File: src/sv/bfw_pkg.sv
// Shared constants and types for the best-fitness window buffer.
package bfw_pkg;

    localparam int CAPACITY_DEF = 16;
    localparam int TAG_BITS_DEF = 16;
    localparam int FIT_W        = 32;
    localparam int PORT_TAG_W   = 16;
    localparam int LIMIT_W      = 5;
    localparam int OCC_W        = 5;
    localparam int WANT_W       = 8;
    localparam int IN_DATA_W    = 56;
    localparam int OUT_DATA_W   = 56;

    localparam logic [LIMIT_W-1:0] LIMIT_RST = 5'd16;

    // Input word kinds carried on tuser.
    localparam logic KIND_INSERT = 1'b0;
    localparam logic KIND_SELECT = 1'b1;

    typedef enum logic [1:0] {
        CELL_HOLD,
        CELL_SHIFT,
        CELL_HEAD,
        CELL_LOAD
    } t_cell_sel;

    typedef struct packed {
        logic en;
        logic first;
    } t_scan_ctl;

endpackage

File: src/sv/bfw_cell.sv
// One storage cell of the candidate chain: holds a tag and fitness pair.
module bfw_cell #(
    parameter int EW = 48
) (
    input  logic               i_clk,
    input  bfw_pkg::t_cell_sel i_sel,
    input  logic [EW-1:0]      i_right,
    input  logic [EW-1:0]      i_head,
    input  logic [EW-1:0]      i_new,
    output logic [EW-1:0]      o_entry
);
    import bfw_pkg::*;

    logic [EW-1:0] r_entry;
    logic [EW-1:0] n_entry;

    always_comb begin
        unique case (i_sel)
            CELL_HOLD:  n_entry = r_entry;
            CELL_SHIFT: n_entry = i_right;
            CELL_HEAD:  n_entry = i_head;
            CELL_LOAD:  n_entry = i_new;
            default:    n_entry = r_entry;
        endcase
    end

    always_ff @(posedge i_clk) begin
        r_entry <= n_entry;
    end

    assign o_entry = r_entry;

endmodule

File: src/sv/bfw_scan.sv
// Running maximum over entries presented one per cycle while enabled; the first maximum wins ties.
module bfw_scan #(
    parameter int EW = 48,
    parameter int IW = 4
) (
    input  logic               i_clk,
    input  bfw_pkg::t_scan_ctl i_ctl,
    input  logic [IW-1:0]      i_idx,
    input  logic [EW-1:0]      i_entry,
    output logic [IW-1:0]      o_best_idx,
    output logic [EW-1:0]      o_best_entry
);
    import bfw_pkg::*;

    logic [IW-1:0] r_best_idx;
    logic [EW-1:0] r_best_entry;
    logic          w_better;

    assign w_better = $signed(i_entry[FIT_W-1:0]) > $signed(r_best_entry[FIT_W-1:0]);

    always_ff @(posedge i_clk) begin
        if (i_ctl.en && (i_ctl.first || w_better)) begin
            r_best_idx   <= i_idx;
            r_best_entry <= i_entry;
        end
    end

    assign o_best_idx   = r_best_idx;
    assign o_best_entry = r_best_entry;

endmodule

File: src/sv/best_fitness_window_buffer.sv
// Best-fitness window buffer: top level with chain of cells, scan unit and control.
//
// Candidates sit in a chain of cells in arrival order. An insert gives a single word,
// which is in the output register in the cycle after its accept. A select of n
// candidates from a buffer holding m entries gives n words; for each, the chain
// rotates one cell per cycle past the compare unit over the current occupancy, then
// the winner is removed and its word loaded, a step that waits for the output
// register to free. An empty select gives a single word. The block takes one input
// word at a time: a new word is accepted only when idle and only while the output
// register is empty or its word is taken in the same cycle, so after a select the
// next word waits at least until the last result is taken.
module best_fitness_window_buffer #(
    parameter int CAPACITY = bfw_pkg::CAPACITY_DEF,
    parameter int TAG_BITS = bfw_pkg::TAG_BITS_DEF
) (
    input  logic                              i_clk,
    input  logic                              i_rst_n,
    input  logic                              i_cfg_wen,
    input  logic [bfw_pkg::LIMIT_W-1:0]       i_cfg_wdata,
    input  logic                              i_s_tvalid,
    output logic                              o_s_tready,
    // tdata: item_tag[15:0], item_fitness[47:16], select_count[55:48]
    input  logic [bfw_pkg::IN_DATA_W-1:0]     i_s_tdata,
    // tuser: kind
    input  logic                              i_s_tuser,
    output logic                              o_m_tvalid,
    input  logic                              i_m_tready,
    // tdata: out_tag[15:0], out_fitness[47:16], dropped_oldest[48],
    // occupancy[53:49], zero fill[55:54]
    output logic [bfw_pkg::OUT_DATA_W-1:0]    o_m_tdata,
    // tuser: found
    output logic                              o_m_tuser,
    output logic                              o_m_tlast
);
    import bfw_pkg::*;

    localparam int TW = (TAG_BITS < PORT_TAG_W) ? TAG_BITS : PORT_TAG_W;
    localparam int EW = TW + FIT_W;
    localparam int CW = $clog2(CAPACITY + 1);
    localparam int IW = (CAPACITY > 1) ? $clog2(CAPACITY) : 1;
    localparam int MW = ((CW > WANT_W) ? CW : WANT_W) + 1;

    localparam logic [1:0] S_IDLE = 2'd0;
    localparam logic [1:0] S_SCAN = 2'd1;
    localparam logic [1:0] S_TAKE = 2'd2;

    logic [1:0]            r_state, n_state;
    logic [CW-1:0]         r_count, n_count;
    logic [CW-1:0]         r_left, n_left;
    logic [IW-1:0]         r_idx, n_idx;
    logic [LIMIT_W-1:0]    r_limit;
    logic                  r_ovalid, n_ovalid;
    logic                  r_ofound, n_ofound;
    logic [PORT_TAG_W-1:0] r_otag, n_otag;
    logic [FIT_W-1:0]      r_ofit, n_ofit;
    logic                  r_odrop, n_odrop;
    logic [OCC_W-1:0]      r_oocc, n_oocc;
    logic                  r_olast, n_olast;

    logic                  w_in_acc;
    logic                  w_out_free;
    logic [MW-1:0]         w_lim_eff;
    logic [MW-1:0]         w_cnt_ext;
    logic [MW-1:0]         w_want_ext;
    logic [MW-1:0]         w_sel_n;
    logic                  w_ins_drop;
    logic [CW-1:0]         w_cnt_m1;
    logic [EW-1:0]         w_new;
    logic [EW-1:0]         w_cells [CAPACITY];
    logic [EW-1:0]         w_right [CAPACITY];
    t_cell_sel             w_sel   [CAPACITY];
    t_scan_ctl             w_scan_ctl;
    logic [IW-1:0]         w_best_idx;
    logic [EW-1:0]         w_best_entry;

    assign w_out_free = !r_ovalid || i_m_tready;
    assign o_s_tready = (r_state == S_IDLE) && w_out_free;
    assign w_in_acc   = i_s_tvalid && o_s_tready;

    // Limit of zero acts as one, values past the capacity act as the capacity.
    always_comb begin
        w_lim_eff = MW'(r_limit);
        if (r_limit == '0) begin
            w_lim_eff = MW'(1);
        end else if (w_lim_eff > MW'(CAPACITY)) begin
            w_lim_eff = MW'(CAPACITY);
        end
    end

    assign w_cnt_ext  = MW'(r_count);
    assign w_cnt_m1   = r_count - CW'(1);
    assign w_ins_drop = (r_count == CW'(CAPACITY)) || ((w_cnt_ext + MW'(1)) > w_lim_eff);
    assign w_want_ext = MW'(i_s_tdata[55:48]);
    assign w_sel_n    = (w_want_ext < w_cnt_ext) ? w_want_ext : w_cnt_ext;
    assign w_new      = {i_s_tdata[TW-1:0], i_s_tdata[47:16]};

    genvar gi;
    generate
        for (gi = 0; gi < CAPACITY; gi++) begin : g_cell
            if (gi == CAPACITY - 1) begin : g_end
                assign w_right[gi] = '0;
            end else begin : g_mid
                assign w_right[gi] = w_cells[gi+1];
            end

            // An insert that drops the oldest appends and shifts in the same cycle.
            always_comb begin
                w_sel[gi] = CELL_HOLD;
                if (r_state == S_IDLE && w_in_acc && i_s_tuser == KIND_INSERT) begin
                    if (w_ins_drop) begin
                        if (CW'(gi) < w_cnt_m1) begin
                            w_sel[gi] = CELL_SHIFT;
                        end else if (CW'(gi) == w_cnt_m1) begin
                            w_sel[gi] = CELL_LOAD;
                        end
                    end else if (CW'(gi) == r_count) begin
                        w_sel[gi] = CELL_LOAD;
                    end
                end else if (r_state == S_SCAN) begin
                    if (CW'(gi) < w_cnt_m1) begin
                        w_sel[gi] = CELL_SHIFT;
                    end else if (CW'(gi) == w_cnt_m1) begin
                        w_sel[gi] = CELL_HEAD;
                    end
                end else if (r_state == S_TAKE && w_out_free && IW'(gi) >= w_best_idx) begin
                    w_sel[gi] = CELL_SHIFT;
                end
            end

            bfw_cell #(
                .EW(EW)
            ) u_cell (
                .i_clk   (i_clk),
                .i_sel   (w_sel[gi]),
                .i_right (w_right[gi]),
                .i_head  (w_cells[0]),
                .i_new   (w_new),
                .o_entry (w_cells[gi])
            );
        end
    endgenerate

    assign w_scan_ctl.en    = (r_state == S_SCAN);
    assign w_scan_ctl.first = (r_idx == '0);

    bfw_scan #(
        .EW(EW),
        .IW(IW)
    ) u_scan (
        .i_clk        (i_clk),
        .i_ctl        (w_scan_ctl),
        .i_idx        (r_idx),
        .i_entry      (w_cells[0]),
        .o_best_idx   (w_best_idx),
        .o_best_entry (w_best_entry)
    );

    always_comb begin
        n_state  = r_state;
        n_count  = r_count;
        n_left   = r_left;
        n_idx    = r_idx;
        n_ovalid = r_ovalid && !i_m_tready;
        n_ofound = r_ofound;
        n_otag   = r_otag;
        n_ofit   = r_ofit;
        n_odrop  = r_odrop;
        n_oocc   = r_oocc;
        n_olast  = r_olast;
        unique case (r_state)
            S_IDLE: begin
                if (w_in_acc) begin
                    if (i_s_tuser == KIND_INSERT) begin
                        n_count  = w_ins_drop ? r_count : (r_count + CW'(1));
                        n_ovalid = 1'b1;
                        n_ofound = 1'b0;
                        n_otag   = '0;
                        n_ofit   = '0;
                        n_odrop  = w_ins_drop;
                        n_oocc   = OCC_W'(n_count);
                        n_olast  = 1'b1;
                    end else if (w_sel_n == '0) begin
                        n_ovalid = 1'b1;
                        n_ofound = 1'b0;
                        n_otag   = '0;
                        n_ofit   = '0;
                        n_odrop  = 1'b0;
                        n_oocc   = OCC_W'(r_count);
                        n_olast  = 1'b1;
                    end else begin
                        n_left  = CW'(w_sel_n);
                        n_idx   = '0;
                        n_state = S_SCAN;
                    end
                end
            end
            S_SCAN: begin
                if (r_idx == IW'(w_cnt_m1)) begin
                    n_state = S_TAKE;
                end else begin
                    n_idx = r_idx + IW'(1);
                end
            end
            S_TAKE: begin
                if (w_out_free) begin
                    n_count  = w_cnt_m1;
                    n_ovalid = 1'b1;
                    n_ofound = 1'b1;
                    n_otag   = PORT_TAG_W'(w_best_entry[EW-1:FIT_W]);
                    n_ofit   = w_best_entry[FIT_W-1:0];
                    n_odrop  = 1'b0;
                    n_oocc   = OCC_W'(w_cnt_m1);
                    n_olast  = (r_left == CW'(1));
                    if (r_left == CW'(1)) begin
                        n_state = S_IDLE;
                    end else begin
                        n_left  = r_left - CW'(1);
                        n_idx   = '0;
                        n_state = S_SCAN;
                    end
                end
            end
            default: begin
                n_state = S_IDLE;
            end
        endcase
    end

    always_ff @(posedge i_clk) begin
        if (!i_rst_n) begin
            r_state  <= S_IDLE;
            r_count  <= '0;
            r_left   <= '0;
            r_idx    <= '0;
            r_limit  <= LIMIT_RST;
            r_ovalid <= 1'b0;
        end else begin
            r_state  <= n_state;
            r_count  <= n_count;
            r_left   <= n_left;
            r_idx    <= n_idx;
            r_ovalid <= n_ovalid;
            if (i_cfg_wen) begin
                r_limit <= i_cfg_wdata;
            end
        end
    end

    always_ff @(posedge i_clk) begin
        r_ofound <= n_ofound;
        r_otag   <= n_otag;
        r_ofit   <= n_ofit;
        r_odrop  <= n_odrop;
        r_oocc   <= n_oocc;
        r_olast  <= n_olast;
    end

    assign o_m_tvalid = r_ovalid;
    assign o_m_tuser  = r_ofound;
    assign o_m_tlast  = r_olast;
    assign o_m_tdata  = {2'b00, r_oocc, r_odrop, r_ofit, r_otag};

    a_count_cap: assert property (@(posedge i_clk) disable iff (!i_rst_n)
        r_count <= CW'(CAPACITY))
        else $error("occupancy above capacity");

    a_busy_nonempty: assert property (@(posedge i_clk) disable iff (!i_rst_n)
        r_state != S_IDLE |-> r_count != '0)
        else $error("select in progress on an empty buffer");

    a_idle_last: assert property (@(posedge i_clk) disable iff (!i_rst_n)
        (r_state == S_IDLE && o_m_tvalid) |-> o_m_tlast)
        else $error("idle with a word that is not the last of its input");

    a_insert_word: assert property (@(posedge i_clk) disable iff (!i_rst_n)
        (w_in_acc && i_s_tuser == KIND_INSERT) |=> (o_m_tvalid && o_m_tlast && !o_m_tuser))
        else $error("insert did not give its single word");

endmodule
File: config.mk
export PLATFORM = sky130hd
export DESIGN_NAME = best_fitness_window_buffer
export DESIGN_NICKNAME = d
export VERILOG_FILES = /design/src/sv/bfw_pkg.sv /design/src/sv/bfw_cell.sv /design/src/sv/bfw_scan.sv /design/src/sv/best_fitness_window_buffer.sv
export SDC_FILE = /design/constraint.sdc
export NUM_CORES = 2
export LEC_CHECK = 0
export BUFFER_PORTS_ARGS = -buffer_cell sky130_fd_sc_hd__buf_2
export CORE_MARGIN = 2
export CORE_UTILIZATION = 49
export DETAILED_ROUTE_END_ITERATION = 8
export PLACE_DENSITY = 0.65
export REMOVE_ABC_BUFFERS = 1
export SETUP_SLACK_MARGIN = 0.5
export SYNTH_ARGS = -nofsm -noshare
export SYNTH_HDL_FRONTEND = slang
export SYNTH_SLANG_ARGS = --single-unit
File: constraint.sdc
create_clock -name i_clk -period 12.86 [get_ports i_clk]
set_input_delay 1.929 -clock i_clk [delete_from_list [all_inputs] [get_ports i_clk]]
set_output_delay 1.929 -clock i_clk [all_outputs]
set_load 0.01 [all_outputs]
==> impl_metrics.json <==
{
  "run_status": "finished clean",
  "synth_edf_count": 876,
  "die_height_microns": 306,
  "h-tree-depth": 3,
  "wl_per_cell_microns": 30.5,
  "grtUsageTotal": 0.292,
  "pre_cts_ws_ns": 6.83,
  "synth_area_sq_um": 44600,
  "required_ns": 13.15,
  "antenna_found_initial": 5,
  "powerDensity_nw_per_um2": 142,
  "fin_tns_setup_ns": 0,
  "netlist.area_leader.share": 0.590,
  "rows": 110,
  "r2r-start": "r_count[0]",
  "path_common_cell": "buf_4",
  "final-setup-viol-count": 0,
  "hold_violations": 0,
  "path_depth": 13,
  "postLayoutCoreUtil": 0.544,
  "cpMaxStageDelayCell": "dfxtp_1",
  "holdBufCountCts": 0,
  "viasPerCell": 6.94,
  "via_count": 31700,
  "crit_fanout": 49,
  "cts_buffers": 99,
  "ant_nets": 0,
  "holdCritPathClass": "register to register",
  "timing.hold.ws_ns": 0.495,
  "final_cells": 4568,
  "netlist_top_cells_area": "edfxtp_1 (59%), a22o_1 (9.4%), a21o_1 (7.3%), a221o_1 (4.4%), clkbuf_1 (2.4%)",
  "hpwl_microns": 75800,
  "drt_pass1_iterations": 6,
  "async_reset_ff_frac": 0,
  "io_pins": 127,
  "fmax_mhz": 162,
  "yosysWarningCount": 0,
  "cts_resized": 0,
  "ys_types": 86,
  "vdd_drop_max_mv": 0.111,
  "slew-limit-headroom": 0.267,
  "power_mw": 6.95,
  "rsz0062_at_grt": "no",
  "cts_setup_buffers": 0,
  "drive_gt1_frac": 0.142,
  "startpoint_type": "register",
  "final_area_sq_um": 49000,
  "synth_cells": 3440,
  "p_leak_nw": 19.1,
  "synth.avg_cell_area_sq_um": 13.0,
  "gr-total-overflow": 0,
  "ys_seq_area_frac": 0.600,
  "post_dp_cell_area_sq_um": 45900,
  "path_clk_slew_ns": 0.06,
  "slew_viol_final": 0,
  "grt_pass1_vias": 31600,
  "cts_tree": "built",
  "worstPathArrival_ns": 6.46,
  "drt-total-wl_microns": 139000,
  "synth_ff_type": "edfxtp_1",
  "startpoint": "r_count[0]",
  "hold_depth": 2,
  "fin_skew_ns": 0.0450,
  "period_share": 0.480,
  "portBuffers": 124,
  "place_inst": 4392,
  "start_util": 0.495,
  "synth_top_area_cell": "edfxtp_1",
  "path_cells": "inv_1 -> ha_1 -> ha_1 -> and3_1 -> mux2i_1 -> o21a_1 -> nor2_1 -> buf_4 -> or3_1 -> a21oi_4 -> buf_4 -> a211o_2 -> buf_4",
  "cp_slowest_stage_delay_ns": 0.86,
  "drv_cap": 0,
  "ys_ff_latch": 898,
  "gp_congestion": 0.895,
  "synth_common_cells": "edfxtp_1 (876), a22o_1 (476), a21o_1 (432)",
  "path_delay_family": "buffers and inverters",
  "drc": 0,
  "cts_root_buf": "clkbuf_16",
  "cts.sinks": 898,
  "die_area_sq_um": 93400,
  "cts_buffer_depth": 3,
  "grt_pass1_wl_microns": 207000,
  "criticalPathCategory": "register to register",
  "min-delay-start": "r_left[1]",
  "coreArea_sq_um": 90000,
  "fp.dieW_microns": 306,
  "drt-initial-drc-count": 4184,
  "yosysMostFrequentCell": "edfxtp_1",
  "timing.final.crit_period_ns": 6.17,
  "fin_ws_ns": 6.69,
  "reg2reg_depth": 13,
  "nNetsFinal": 3436,
  "worst_setup_path_end_kind": "register",
  "grt_max_degree": 88,
  "worstMarginPinSlew_ns": 1.09,
  "clk_latency_ns": 0.69,
  "path_buf_inv": 4,
  "area_growth_syn_to_layout_pct": 9.89
}
[per-layer routing]
metal  global-route usage  vias up  part of all wire
met5              0.00310        -           0.00032
met4               0.0925        2             0.026
met3               0.0620      282              0.11
met2                0.476     1930              0.47
met1                0.392    16100              0.40
li1                     -    13300                 -
[sequential cells by signal (all words and copies together) (netlist names)]
register	count
r_idx	4
u_scan.o_best_idx	4
u_scan.o_best_entry	48
r_oocc	5
g_cell.u_cell.o_entry	768
o_m_tlast	1
r_state	2
r_count	5
r_otag	16
o_m_tvalid	1
r_odrop	1
r_ofit	32
r_left	5
o_m_tuser	1
r_limit	5
[final timing paths]
path                                   end  slack [ns]
max          g_cell[15].u_cell.o_entry[31]        6.69
min                              r_left[1]        0.50
max reg2reg  g_cell[15].u_cell.o_entry[31]        6.69
min reg2reg                      r_left[1]        0.50
[placed cells by master (no fill, tap or decap), types with 5 or more instances in the layout]
master,netlist,routed
edfxtp_1,876,876
a22o_1,476,476
a21o_1,432,432
a221o_1,197,196
and2_1,139,139
buf_2,113,124
clkbuf_16,0,102
a21oi_1,97,91
buf_4,24,88
nor2_1,102,83
nor3_1,74,71
and3_1,53,52
ha_1,52,52
nand2_1,52,51
a22oi_1,51,51
mux2_2,50,50
inv_1,42,41
o21ai_0,36,33
clkinv_1,2,27
and2_0,23,23
dfxtp_1,22,22
nor2_4,1,21
clkbuf_1,281,21
nand4_1,17,17
nand3_1,17,16
clkinv_2,0,16
xnor2_1,15,15
nand2b_1,12,11
a21oi_4,0,11
mux2i_1,10,10
nor2b_1,9,8
o211ai_1,8,8
o21ai_1,10,7
xor2_1,6,6
o21ai_4,0,6
a211oi_1,6,6
or4_1,5,5
o31ai_1,5,5
bufinv_16,0,5
[worst min-delay path, stage by stage (launching register included)]
cell	delay [ns]
dfxtp_1	0.33
nand2_1	0.06
a21oi_1	0.06
[cell type report]
cell class                 count  area [sq um]
tap                         1176          1470
fill                        7394         41100
timing repair buffer         212          1280
sequential                   898         26700
multi-input combinational   2059         16200
inverter                      47           176
antenna                        2          5.00
clock inverter                51           432
clock buffer                 123          2630
[where the power goes]
| part | internal, mW | switching (mW) |
|---|---|---|
| clock network | 1.55 | 1.18 |
| logic | 0.204 | 0.435 |
| registers | 3.47 | 0.119 |
| total | 5.22 | 1.73 |
[cells by family after synthesis]
logic type               count (synthesis)  share of synthesized area
AND/OR/NAND/NOR                        543                     0.0669
multiplexers                            60                     0.0149
buffers and inverters                  484                     0.0470
XOR/XNOR                                21                    0.00413
adder cells (fa/ha/maj)                 52                     0.0146
flip-flops                             898                      0.600
AO/OA/AOI/OAI                         1381                      0.252
other                                    1                  0.0000842
Note: power is estimated with default switching activity, not from simulation.
